File: src/rtl/mgac_pkg.sv
package mgac_pkg;

    localparam int unsigned GREEN_W = 8;
    localparam int unsigned OCC_W   = 11;
    localparam int unsigned CNT_W   = 8;
    localparam int unsigned EXC_W   = 9;
    localparam int unsigned CFG_W   = 11;

    localparam int unsigned IN_TDATA_W  = 24;
    localparam int unsigned OUT_TDATA_W = 16;

    // regular release chains into overwrite once this many exceedances are seen
    localparam logic [EXC_W-1:0] EXCEED_TO_OVERWRITE = EXC_W'(2);
    localparam logic [EXC_W-1:0] EXCEED_MAX          = '1;
    localparam logic [CNT_W-1:0] ADJUST_MAX          = '1;

    typedef enum logic [2:0] {
        CFG_GREEN_UPPER   = 3'd0,
        CFG_GREEN_LOWER   = 3'd1,
        CFG_GREEN_STEP    = 3'd2,
        CFG_LEFT_THRESH   = 3'd3,
        CFG_RIGHT_THRESH  = 3'd4,
        CFG_CYC_TO_REL    = 3'd5,
        CFG_REGULAR_CYC   = 3'd6,
        CFG_OVERWRITE_CYC = 3'd7
    } t_cfg_idx;

    localparam logic [GREEN_W-1:0] RST_GREEN_UPPER   = 8'd60;
    localparam logic [GREEN_W-1:0] RST_GREEN_LOWER   = 8'd20;
    localparam logic [GREEN_W-1:0] RST_GREEN_STEP    = 8'd5;
    localparam logic [OCC_W-1:0]   RST_LEFT_THRESH   = 11'd307;
    localparam logic [OCC_W-1:0]   RST_RIGHT_THRESH  = 11'd307;
    localparam logic [CNT_W-1:0]   RST_CYC_TO_REL    = 8'd10;
    localparam logic [CNT_W-1:0]   RST_REGULAR_CYC   = 8'd2;
    localparam logic [CNT_W-1:0]   RST_OVERWRITE_CYC = 8'd2;

endpackage

File: src/rtl/max_green_adjust_controller.sv
// Maximum-green adjustment controller: one transaction per signal cycle carries the activation
// flag and the left- and right-turn occupancies (1024 = 1.0); one result transaction comes back
// with the new maximum green and the two release-mode flags. The block takes a new transaction
// every clock while results are being taken. A result passes through the input register, then
// the result register, which loads only when empty or when its result is being taken. While a
// result waits to be taken the input register can still take one more transaction, after which
// the input side stalls until the result is taken. Configuration registers are written through
// the plain write port while the block is idle; the user must ensure this, the block does not.
module max_green_adjust_controller
    import mgac_pkg::*;
(
    input  logic                   i_clk,
    input  logic                   i_rst_n,
    input  logic                   i_cfg_we,
    input  logic [2:0]             i_cfg_idx,
    input  logic [CFG_W-1:0]       i_cfg_data,
    input  logic                   s_axis_tvalid,
    output logic                   s_axis_tready,
    // [0] activated, [11:1] left_occ, [22:12] right_occ, [23] zero
    input  logic [IN_TDATA_W-1:0]  s_axis_tdata,
    output logic                   m_axis_tvalid,
    input  logic                   m_axis_tready,
    // [7:0] max_green, [8] in_regular_release, [9] in_overwrite_release, [15:10] zero
    output logic [OUT_TDATA_W-1:0] m_axis_tdata
);

    // configuration
    logic [GREEN_W-1:0] r_upper, r_lower, r_step;
    logic [OCC_W-1:0]   r_left_thr, r_right_thr;
    logic [CNT_W-1:0]   r_cyc_to_rel, r_reg_cyc, r_ow_cyc;

    // controller state
    logic [GREEN_W-1:0] r_last_green, n_last_green;
    logic               r_reg_mode, n_reg_mode;
    logic               r_ow_mode, n_ow_mode;
    logic [CNT_W-1:0]   r_reg_left, n_reg_left;
    logic [CNT_W-1:0]   r_ow_left, n_ow_left;
    logic [CNT_W-1:0]   r_cyc_adj, n_cyc_adj;
    logic [EXC_W-1:0]   r_exceed, n_exceed;

    // pipeline
    logic               r_in_valid;
    logic               r_in_act;
    logic [OCC_W-1:0]   r_in_left, r_in_right;
    logic               r_out_valid;
    logic [GREEN_W-1:0] r_out_green, n_green;
    logic               r_out_reg, r_out_ow;

    logic               advance;
    logic [EXC_W-1:0]   exceed_inc;
    logic [CNT_W-1:0]   cyc_inc;
    logic [GREEN_W:0]   green_sum;
    logic [GREEN_W-1:0] green_diff;

    assign advance       = r_in_valid && (!r_out_valid || m_axis_tready);
    assign s_axis_tready = !r_in_valid || advance;
    assign m_axis_tvalid = r_out_valid;
    assign m_axis_tdata  = {6'd0, r_out_ow, r_out_reg, r_out_green};

    always_ff @(posedge i_clk) begin
        if (!i_rst_n) begin
            r_upper      <= RST_GREEN_UPPER;
            r_lower      <= RST_GREEN_LOWER;
            r_step       <= RST_GREEN_STEP;
            r_left_thr   <= RST_LEFT_THRESH;
            r_right_thr  <= RST_RIGHT_THRESH;
            r_cyc_to_rel <= RST_CYC_TO_REL;
            r_reg_cyc    <= RST_REGULAR_CYC;
            r_ow_cyc     <= RST_OVERWRITE_CYC;
        end else if (i_cfg_we) begin
            unique case (t_cfg_idx'(i_cfg_idx))
                CFG_GREEN_UPPER:   r_upper      <= i_cfg_data[GREEN_W-1:0];
                CFG_GREEN_LOWER:   r_lower      <= i_cfg_data[GREEN_W-1:0];
                CFG_GREEN_STEP:    r_step       <= i_cfg_data[GREEN_W-1:0];
                CFG_LEFT_THRESH:   r_left_thr   <= i_cfg_data[OCC_W-1:0];
                CFG_RIGHT_THRESH:  r_right_thr  <= i_cfg_data[OCC_W-1:0];
                CFG_CYC_TO_REL:    r_cyc_to_rel <= i_cfg_data[CNT_W-1:0];
                CFG_REGULAR_CYC:   r_reg_cyc    <= i_cfg_data[CNT_W-1:0];
                CFG_OVERWRITE_CYC: r_ow_cyc     <= i_cfg_data[CNT_W-1:0];
                default: ;
            endcase
        end
    end

    always_comb begin
        exceed_inc = (r_in_right > r_right_thr && r_exceed != EXCEED_MAX)
                   ? r_exceed + EXC_W'(1) : r_exceed;
        cyc_inc    = (r_cyc_adj != ADJUST_MAX) ? r_cyc_adj + CNT_W'(1) : r_cyc_adj;
        green_sum  = {1'b0, r_last_green} + {1'b0, r_step};
        green_diff = r_last_green - r_step;

        n_green      = r_upper;
        n_last_green = r_last_green;
        n_reg_mode   = r_reg_mode;
        n_ow_mode    = r_ow_mode;
        n_reg_left   = r_reg_left;
        n_ow_left    = r_ow_left;
        n_cyc_adj    = r_cyc_adj;
        n_exceed     = r_exceed;

        priority if (!r_in_act) begin
            n_last_green = r_upper;
            n_reg_mode   = 1'b0;
            n_ow_mode    = 1'b0;
            n_reg_left   = '0;
            n_ow_left    = '0;
            n_cyc_adj    = '0;
        end else if (r_ow_mode) begin
            if (r_ow_left <= CNT_W'(1)) begin
                n_ow_left = '0;
                n_ow_mode = 1'b0;
            end else begin
                n_ow_left = r_ow_left - CNT_W'(1);
            end
        end else if (r_reg_mode) begin
            if (r_reg_left <= CNT_W'(1)) begin
                n_reg_left = '0;
                n_reg_mode = 1'b0;
                n_cyc_adj  = '0;
                if (exceed_inc >= EXCEED_TO_OVERWRITE) begin
                    n_ow_mode = 1'b1;
                    n_ow_left = r_ow_cyc;
                end
                n_exceed = '0;
            end else begin
                n_reg_left = r_reg_left - CNT_W'(1);
                n_exceed   = exceed_inc;
            end
        end else begin
            if (r_in_left > r_left_thr) begin
                // stepping below zero lands on the lower bound
                if (r_last_green < r_step || green_diff < r_lower) begin
                    n_green = r_lower;
                end else begin
                    n_green = green_diff;
                end
            end else begin
                if (green_sum > {1'b0, r_upper}) begin
                    n_green = r_upper;
                end else begin
                    n_green = green_sum[GREEN_W-1:0];
                end
            end
            n_exceed  = exceed_inc;
            n_cyc_adj = cyc_inc;
            if (cyc_inc == r_cyc_to_rel) begin
                n_reg_mode = 1'b1;
                n_reg_left = r_reg_cyc;
            end
            n_last_green = n_green;
        end
    end

    always_ff @(posedge i_clk) begin
        if (!i_rst_n) begin
            r_last_green <= RST_GREEN_UPPER;
            r_reg_mode   <= 1'b0;
            r_ow_mode    <= 1'b0;
            r_reg_left   <= '0;
            r_ow_left    <= '0;
            r_cyc_adj    <= '0;
            r_exceed     <= '0;
        end else if (advance) begin
            r_last_green <= n_last_green;
            r_reg_mode   <= n_reg_mode;
            r_ow_mode    <= n_ow_mode;
            r_reg_left   <= n_reg_left;
            r_ow_left    <= n_ow_left;
            r_cyc_adj    <= n_cyc_adj;
            r_exceed     <= n_exceed;
        end
    end

    always_ff @(posedge i_clk) begin
        if (!i_rst_n) begin
            r_in_valid  <= 1'b0;
            r_out_valid <= 1'b0;
        end else begin
            if (s_axis_tready) begin
                r_in_valid <= s_axis_tvalid;
            end
            if (advance) begin
                r_out_valid <= 1'b1;
            end else if (m_axis_tready) begin
                r_out_valid <= 1'b0;
            end
        end
    end

    always_ff @(posedge i_clk) begin
        if (s_axis_tvalid && s_axis_tready) begin
            r_in_act   <= s_axis_tdata[0];
            r_in_left  <= s_axis_tdata[OCC_W:1];
            r_in_right <= s_axis_tdata[2*OCC_W:OCC_W+1];
        end
        if (advance) begin
            r_out_green <= n_green;
            r_out_reg   <= n_reg_mode;
            r_out_ow    <= n_ow_mode;
        end
    end

endmodule

File: config.mk
export PLATFORM = sky130hd
export DESIGN_NAME = max_green_adjust_controller
export DESIGN_NICKNAME = d
export VERILOG_FILES = /design/src/rtl/mgac_pkg.sv /design/src/rtl/max_green_adjust_controller.sv
export SDC_FILE = /design/constraint.sdc
export NUM_CORES = 1
export LEC_CHECK = 0
export BUFFER_PORTS_ARGS = -buffer_cell sky130_fd_sc_hd__buf_2
export CORE_MARGIN = 2
export CORE_UTILIZATION = 57
export CTS_BUF_LIST = sky130_fd_sc_hd__clkbuf_8
export CTS_CLUSTER_DIAMETER = 120
export DETAILED_ROUTE_END_ITERATION = 8
export GPL_ROUTABILITY_DRIVEN = 0
export PLACE_DENSITY_LB_ADDON = 0.25
export SYNTH_ARGS = -nofsm -noshare
export SYNTH_HDL_FRONTEND = slang
export SYNTH_SLANG_ARGS = --single-unit
File: constraint.sdc
create_clock -name i_clk -period 4.1 [get_ports i_clk]
set_input_delay 0.205 -clock i_clk [delete_from_list [all_inputs] [get_ports i_clk]]
set_output_delay 0.205 -clock i_clk [all_outputs]
set_load 0.05 [all_outputs]
# After elaboration in Yosys (flattened, before gate mapping)
# Index checks and enable logic that the tools add are counted.
# classes
addsub	6
order_cmp	8
eq_ne	17
mux	41
bitwise	1
reduce_logical	23
# op_table
op	count
$mux 8	25
$mux 9	3
$gt 11x11->1	2
$le 8x1->1 const B	2
$lt 8x8->1	2
$reduce_and 2->1	8
$sub 8x1->8 const B	2
$mux 1	13
$eq 3x3->1 const B	4
$ne 3x2->1 const B	4
$reduce_and 3->1	4
$add 8x8->9	1
$add 9x1->9 const B	1
$ge 9x2->1 const B	1
$gt 9x8->1	1
$ne 9x9->1 const B	1
$add 8x1->8 const B	1
$eq 8x8->1	1
$ne 8x8->1 const B	1
$sub 8x8->8	1
$eq 3x2->1 const B	2
$ne 2x2->1 const B	2
$reduce_and 4->1	1
$eq 3x1->1 const B	1
other kinds (7)	12
# totals
reg_bits	148
output_inout_bits	18
word_cells	119

# Longest topological paths before layout
# Gate-level depths: netlist (run 1).
# logic_depth
ltp_word	9
depth_mapped	17
ltp_nobuf	17

# Worst setup path after synthesis (run 1)
# Ideal clock, no wire load.
# synth_timing
path_kind	reg-to-reg
from	register r_step[0]
to	register r_last_green[1]
setup_ns	0.116
arrival_time_ns	3.364
required_time_ns	3.984
path_slack_ns	0.620
stages_incl_launch_ff	17
path_buffers	0
period_less_slack_ns	3.480
path_cell_list	dfxtp_1 -> ha_1 -> inv_1 -> fa_1 -> a21o_1 -> a221o_1 -> nor2_1 -> xnor2_1 -> ha_1 -> o21ai_0 -> nand2b_1 -> o2111ai_1 -> a21oi_2 -> mux2_2 -> o22ai_1 -> a211oi_1 -> a31o_2
# synth_between
elab_chain_len	8
# synth_lines
element	line	text
start: declaration	max_green_adjust_controller.sv:28	logic [GREEN_W-1:0] r_upper, r_lower, r_step;
start signal: assignment	max_green_adjust_controller.sv:74	CFG_GREEN_STEP: r_step <= i_cfg_data[GREEN_W-1:0];
$sub 8x8->8	max_green_adjust_controller.sv:90	green_diff = r_last_green - r_step;
$lt 8x8->1	max_green_adjust_controller.sv:132	if (r_last_green < r_step || green_diff < r_lower) begin
$logic_or 1x1->1	max_green_adjust_controller.sv:132	
$mux 8	max_green_adjust_controller.sv:132	
$mux 8 (*)	max_green_adjust_controller.sv:130	if (r_in_left > r_left_thr) begin
$mux 8 (*)	max_green_adjust_controller.sv:115	end else if (r_reg_mode) begin
$mux 8 (*)	max_green_adjust_controller.sv:108	end else if (r_ow_mode) begin
$mux 8 (*)	max_green_adjust_controller.sv:101	priority if (!r_in_act) begin
end signal: assignment	max_green_adjust_controller.sv:164	r_last_green <= n_last_green;
end: declaration	max_green_adjust_controller.sv:33	logic [GREEN_W-1:0] r_last_green, n_last_green;
# Mark *: on every way between the ends. The rest lies on a longest branch, timed or not. The select of a mux whose other input is x is not followed.
# A chain may end at the register's enable or synchronous reset.

# Final worst setup path (run 1)
# layout_timing
from	register r_step[0]
to	register r_out_green[0], data pin
# layout_between
elab_chain_len	8
# layout_lines
element	line	text
$sub 8x8->8	max_green_adjust_controller.sv:90	
$lt 8x8->1	max_green_adjust_controller.sv:132	
$logic_or 1x1->1	max_green_adjust_controller.sv:132	
$mux 8	max_green_adjust_controller.sv:132	
$mux 8 (*)	max_green_adjust_controller.sv:130	
$mux 8 (*)	max_green_adjust_controller.sv:115	
$mux 8 (*)	max_green_adjust_controller.sv:108	
$mux 8 (*)	max_green_adjust_controller.sv:101	
named net n_green[0]	max_green_adjust_controller.sv:46	logic [GREEN_W-1:0] r_out_green, n_green;
end signal: assignment	max_green_adjust_controller.sv:197	r_out_green <= n_green;
end: declaration	max_green_adjust_controller.sv:46	
# Mark *: on every way through the listed nets, which the timed path passes. The rest lies on a longest branch.

==> metrics.csv, run 1 <==
stage,metric,value,unit
run_status,outcome,completed,
sta,WHS,0.1074,ns
sta,setup ws final,0.2059,ns
logic_synthesis,"EDFF count, synth",33,
cells_and_area,Final Util,64.31,%
setup_path,CP bufs+invs,2,
sta,Worst Max-Slew Pin Slew,0.9718,ns
sta,pins over their slew limit,0,
power_and_ir_drop,Lkg Pwr,0.003886,uW
sta,Setup Skew,0.01609,ns
cells_and_area,Seq. cell area,3293,um^2
floorplan,chip height,127.5,um
routing,drt first pass iters,5,
logic_synthesis,asr flop ratio synth,0,%
setup_path,CP top delay family,simple AND/OR/NAND/NOR gates,
setup_path,Crit Path Class,register to register,
sta,Max Clock Freq,256.8,MHz
routing,Total Wirelength,20450,um
global_route,pin count of the biggest net entering global routing,34,
global_route,first-pass GRT wire length,33690,um
clocking,Clock Sinks,148,
sta,crit share post-route,94.98,%
place,DP HPWL,14390,um
min_path,worst hold path type,input port to register,
logic_synthesis,Mapped Cells,1017,
place,PortBufs,53,
setup_path,CP Capture Type,register,
floorplan,cell row count,45,
cells_and_area,share of layout cells above drive strength 1,11.71,%
routing,drt first-iter violations,663,
cells_and_area,multi-input logic area,4901,um^2
clocking,TritonCTS Buffers,17,
clocking,Max clock buf depth,2,
routing,Vias/cell,5.756,
sta,Final setup violation count,0,
setup_path,most frequent CP cell,nand2_1,
logic_synthesis,Seq cells post-synth,148,
floorplan,# IOs,61,
setup_path,crit-path max FO,7,
clocking,Root Driver,clkbuf_8,
cells_and_area,Fillers,1265,
power_and_ir_drop,Max IR drop VDD,0.2471,mV
sta,Final TNS setup,0,ns
cells_and_area,Post-Layout Cell Count,1273,
global_route,total gr overflow,0,
cells_and_area,most frequent cells in the layout,"nand2_1 (195), dfxtp_1 (115), inv_1 (62)",
clocking,"Clk Latency, worst-skew pair",0.46,ns
cells_and_area,n_diodes,0,
floorplan,die width,127.5,um
routing,vias,7328,
floorplan,Die ar.,16250,um^2
setup_path,crit path max-delay cell type,fa_1,
setup_path,"slowest stage delay, CP",0.42,ns
sta,RSZ-0062 raised after global routing,no,
place,pre-CTS setup slack,0.2225,ns
setup_path,critical path data arrival time,4.09,ns
logic_synthesis,YS warnings,0,
cells_and_area,Final nets,1177,
floorplan,Initial Utilization,57.79,%
logic_synthesis,"Primary FF master, synth",dfxtp_1,
sta,crit path time final,3.894,ns
logic_synthesis,Syn Area/Cell,8.543,um^2
routing,Post-DRT Antenna Nets,0,
logic_synthesis,"Cell Area, Synth",8688,um^2
clocking,Worst-path clk slew,0.08,ns
logic_synthesis,"Seq/Total Area, Yosys",37.90,%
setup_path,"critical path, cell by cell",ha_1 -> fa_1 -> nand2b_1 -> a221o_1 -> a21oi_1 -> or3_1 -> nand2_1 -> ha_1 -> nand4_1 -> o211ai_1 -> a211oi_2 -> nor4_4 -> buf_4 -> buf_4 -> or2_2 -> o221a_2 -> nand2_1 -> nand2_1,
global_route,initial antenna violation count,0,
clocking,htree depth,4,
cells_and_area,"most common cell after layout, fill and taps aside",nand2_1,
global_route,GRT Total Usage,25.93,%
sta,final hold vios,0,
sta,Slew headroom,34.98,%
power_and_ir_drop,PD cells,358.5,nW/um^2
logic_synthesis,Yosys cell types,76,
routing,Avg WL per Cell,16.06,um
place,placed insts,1211,
clocking,TritonCTS clock tree,done,
setup_path,CP required,4.30,ns
routing,DRC,0,
cells_and_area,Syn-to-layout area delta,11.28,%
floorplan,Core Area,15030,um^2
global_route,vias in the first global route,7027,
job,max_cap viols,0,
setup_path,crit path launch type,register,
[through the flow]
stage	power [uW]	cell area, um^2
2_1_floorplan	2133	8707
6_report	3466	9668
5_1_grt	3632	9668
3_3_place_gp	2280	8965
4_1_cts	3446	9620
3_5_place_dp	2294	8965
[worst reg2reg max path: cells and delay by family, from the launching register on]
family,cells,cell delay (ns)
fa+ha+maj,3,0.90
buf+inv,2,0.32
flops,1,0.33
compound gates,5,0.90
simple gates,8,1.19
[final cells by class]
| cell class | instances | area share (%) |
|---|---|---|
| multi-input cells | 754 | 50.69 |
| flip-flops and latches | 148 | 34.06 |
| clock buffers | 19 | 2.705 |
| well taps | 188 | 2.433 |
| inverters | 60 | 2.329 |
| repair buffers | 91 | 6.393 |
| clock inverters | 13 | 1.385 |
[synthesized netlist by cell type, types with 13 or more instances]
cell / count / area share [%]
edfxtp_1: 33 / 11
o211ai_1: 24 / 2.1
o21ai_0: 32 / 1.8
nor2b_1: 23 / 1.7
nand2b_1: 14 / 1.0
dfxtp_1: 115 / 26
nor3_1: 22 / 1.3
nand3_1: 32 / 1.8
clkbuf_1: 31 / 1.3
inv_1: 59 / 2.5
nor2_1: 57 / 2.5
xnor2_1: 13 / 1.3
nand2_1: 195 / 8.4
ha_1: 60 / 8.6
a21boi_0: 50 / 4.3
a21oi_1: 39 / 2.2
[repair_timing]
item | 4_1_cts | 5_1_grt
endpoints found under the setup margin | 0 | 11
hold endpoints to repair | 28 | 2
resized for setup | 0 | 3
hold buffers | 26 | 1
setup buffers | 0 | 3
[layer usage]
metal / vias up / routed length [um] / global-route usage, %
li1: 3682 / - / -
met1: 3395 / 9335 / 34.22
met2: 216 / 9653 / 42.78
met3: 35 / 1072 / 5.360
met4: 0 / 388 / 8.274
met5: - / 0 / 0
[cells by family after synthesis]
logic type / share of synthesized area, %
compound gates: 21.79
flops: 37.90
fa+ha+maj: 9.101
xor+xnor: 2.520
simple gates: 20.41
other cells: 0.04316
mux: 2.160
buf+inv: 6.077
[final timing paths]
kind,end,startpoint,cells after the start,slack (ns)
worst min register to register,r_lower[7],r_lower[7],2,0.47
worst max register to register,r_out_green[0],r_step[0],18,0.21
worst min-delay path,m_axis_tvalid,m_axis_tready,3,0.11
worst max-delay path,r_out_green[0],r_step[0],18,0.21
[power by group]
part | total [uW] | internal [uW] | switching, uW
Combinational | 738 | 305 | 433
Clock | 1140 | 572 | 572
Sequential | 1580 | 1550 | 36.4
Total | 3470 | 2420 | 1040
(Power assumes the default switching activity.)
==> inputs of run 2 (changes only) <==
==> constraint.sdc (replaced) <==
create_clock -name i_clk -period 4.1 [get_ports i_clk]
set_input_delay 0.82 -clock i_clk [delete_from_list [all_inputs] [get_ports i_clk]]
set_output_delay 0.82 -clock i_clk [all_outputs]
set_load 0.05 [all_outputs]
==> metrics.csv, run 2 (synthesis gave the netlist of run 1 again) <==
stage,metric,value,unit,change
power_and_ir_drop,Max IR drop VDD,0.3936,mV,+59%
cells_and_area,n_diodes,0,,unchanged
setup_path,CP Capture Type,register,,
clocking,TritonCTS clock tree,done,,
place,PortBufs,53,,unchanged
setup_path,Crit Path Class,register to register,,
sta,Setup Skew,0.01330,ns,-0.002790 ns
sta,Worst Max-Slew Pin Slew,0.9731,ns,+0.001320 ns
cells_and_area,multi-input logic area,4897,um^2,about the same
floorplan,die width,127.5,um,unchanged
clocking,number of hold buffers added after CTS,0,,-100%
setup_path,"slowest stage delay, CP",0.46,ns,+0.04 ns
routing,Total Wirelength,19740,um,-3.5%
power_and_ir_drop,power share of the clock group,33.0,%,about the same
routing,Avg WL per Cell,15.84,um,-1.4%
global_route,pin count of the biggest net entering global routing,48,,+41%
global_route,vias in the first global route,6705,,-4.6%
sta,Max Clock Freq,257.1,MHz,+0.11%
sta,Final TNS setup,0,ns,unchanged
cells_and_area,Final nets,1150,,-2.3%
run_status,outcome,completed,,
cells_and_area,Seq. cell area,3293,um^2,unchanged
routing,drt first pass iters,5,,unchanged
floorplan,# IOs,61,,unchanged
global_route,first-pass GRT wire length,32380,um,-3.9%
power_and_ir_drop,sequential share of power,46.5,%,+0.8 points
place,DP HPWL,14240,um,-0.99%
clocking,Worst-path clk slew,0.09,ns,about the same
clocking,"Clk Latency, worst-skew pair",0.46,ns,about the same
global_route,GRT Total Usage,24.97,%,-0.96 points
routing,vias,7210,,-1.6%
sta,Final setup violation count,0,,unchanged
setup_path,"critical path, cell by cell",inv_1 -> ha_1 -> nand2b_1 -> a221o_1 -> a21oi_1 -> or3_1 -> nand2_1 -> ha_1 -> nand4_1 -> o211ai_1 -> a211oi_1 -> nor4_4 -> mux2_2 -> a21oi_1 -> a22oi_1,,
routing,Vias/cell,5.787,,+0.52%
routing,Post-DRT Antenna Nets,0,,unchanged
cells_and_area,most frequent cells in the layout,"nand2_1 (195), dfxtp_1 (115), inv_1 (62)",,
clocking,Clock Sinks,148,,unchanged
setup_path,critical path data arrival time,4.08,ns,about the same
clocking,htree depth,4,,unchanged
power_and_ir_drop,Int Pwr,2375,uW,-2.0%
sta,crit share post-route,94.87,%,-0.11 points
floorplan,Die ar.,16250,um^2,unchanged
floorplan,Initial Utilization,57.79,%,unchanged
setup_path,crit path max-delay cell type,nor4_4,,
min_path,worst hold path type,register to register,,
setup_path,crit path launch type,register,,
routing,drt first-iter violations,570,,-14%
cells_and_area,share of layout cells above drive strength 1,11.91,%,+0.20 points
clocking,Max clock buf depth,2,,unchanged
power_and_ir_drop,Comb pwr share,20.5,%,-0.8 points
sta,final hold vios,0,,unchanged
power_and_ir_drop,PD cells,362.7,nW/um^2,+1.2%
cells_and_area,Fillers,1294,,+2.3%
floorplan,chip height,127.5,um,unchanged
cells_and_area,"most common cell after layout, fill and taps aside",nand2_1,,
global_route,initial antenna violation count,1,,+1
place,Placed Area,8987,um^2,+0.25%
sta,crit path time final,3.890,ns,-0.004418 ns
global_route,total gr overflow,0,,unchanged
power_and_ir_drop,Psw,1029,uW,-1.3%
setup_path,crit-path max FO,9,,+2
job,max_cap viols,0,,unchanged
routing,DRC,0,,unchanged
sta,pins over their slew limit,0,,unchanged
setup_path,CP required,4.29,ns,about the same
power_and_ir_drop,Lkg Pwr,0.003777,uW,-2.8%
sta,Slew headroom,34.89,%,-0.088 points
cells_and_area,Syn-to-layout area delta,7.993,%,
power_and_ir_drop,Switching Share,30.23,%,+0.16 points
clocking,Root Driver,clkbuf_8,,
sta,RSZ-0062 raised after global routing,no,,
clocking,TritonCTS Buffers,17,,unchanged
clocking,"Setup Fix Bufs, Post-CTS",0,,unchanged
cells_and_area,fin area,9383,um^2,-3.0%
floorplan,cell row count,45,,unchanged
floorplan,Core Area,15030,um^2,unchanged
[run 2: routing by layer]
layer	vias up	global-route usage, %	routed length, um	share of wire [%]
met1	3323	33.17	9430	48
met2	212	40.33	8919	45
met5	-	0	13	0.066
li1	3633	-	-	-
met3	40	5.946	976	4.9
met4	2	8.016	396	2.0
[run 2: path summary, 6_finish.rpt]
kind,startpoint,to,slack [ns],cells after the start
setup reg to reg,r_step[2],r_out_green[5],0.21,15
hold / removal,r_left_thr[9],r_left_thr[9],0.47,2
hold reg to reg,r_left_thr[9],r_left_thr[9],0.47,2
setup / recovery,r_step[2],r_out_green[5],0.21,15
[run 2: area by class of cell]
| cell class | count | share of cell area (%) |
|---|---|---|
| well taps | 188 | 2.507 |
| clock buffers | 18 | 2.640 |
| clock inverters | 14 | 1.454 |
| inverters | 60 | 2.400 |
| repair buffers | 64 | 3.707 |
| multi-input cells | 754 | 52.19 |
| flip-flops and latches | 148 | 35.10 |
[run 2: stage by stage]
stage	util [%]	cells	setup slack, ns	hold WS [ns]	power, uW
global route	62.41	1246	0.01793	0.4903	3570
detailed placement	59.78	1214	0.2114	0.4594	2293
floorplan	-	1022	0.6196	0.4406	2133
finish	62.41	1246	0.2103	0.4707	3403
CTS	62.34	1246	0.1968	0.4733	3410
global placement	59.78	1214	0.2880	0.4497	2281
[run 2: worst max-delay path, delay by kind of cell (launching register included)]
family                     cells  cell delay (ns)
adders and majority gates      2             0.70
buffers and inverters          1             0.06
AOI/OAI and AO/OA              6             1.13
and+or+nand+nor                5             0.98
DFF                            1             0.34
muxes                          1             0.40
[run 2: repair_timing]
item	in CTS	in global routing
gates resized for setup	0	3
endpoints found under the setup margin	0	3
hold endpoints to repair	0	0
[run 2: power by group through the flow]
stage	clock network, uW	logic (uW)	registers (uW)
after floorplan	0	503	1630
after global routing	1210	773	1590
after global placement	0	666	1610
final	1120	699	1580
after CTS	1150	683	1580
after detailed placement	0	678	1620
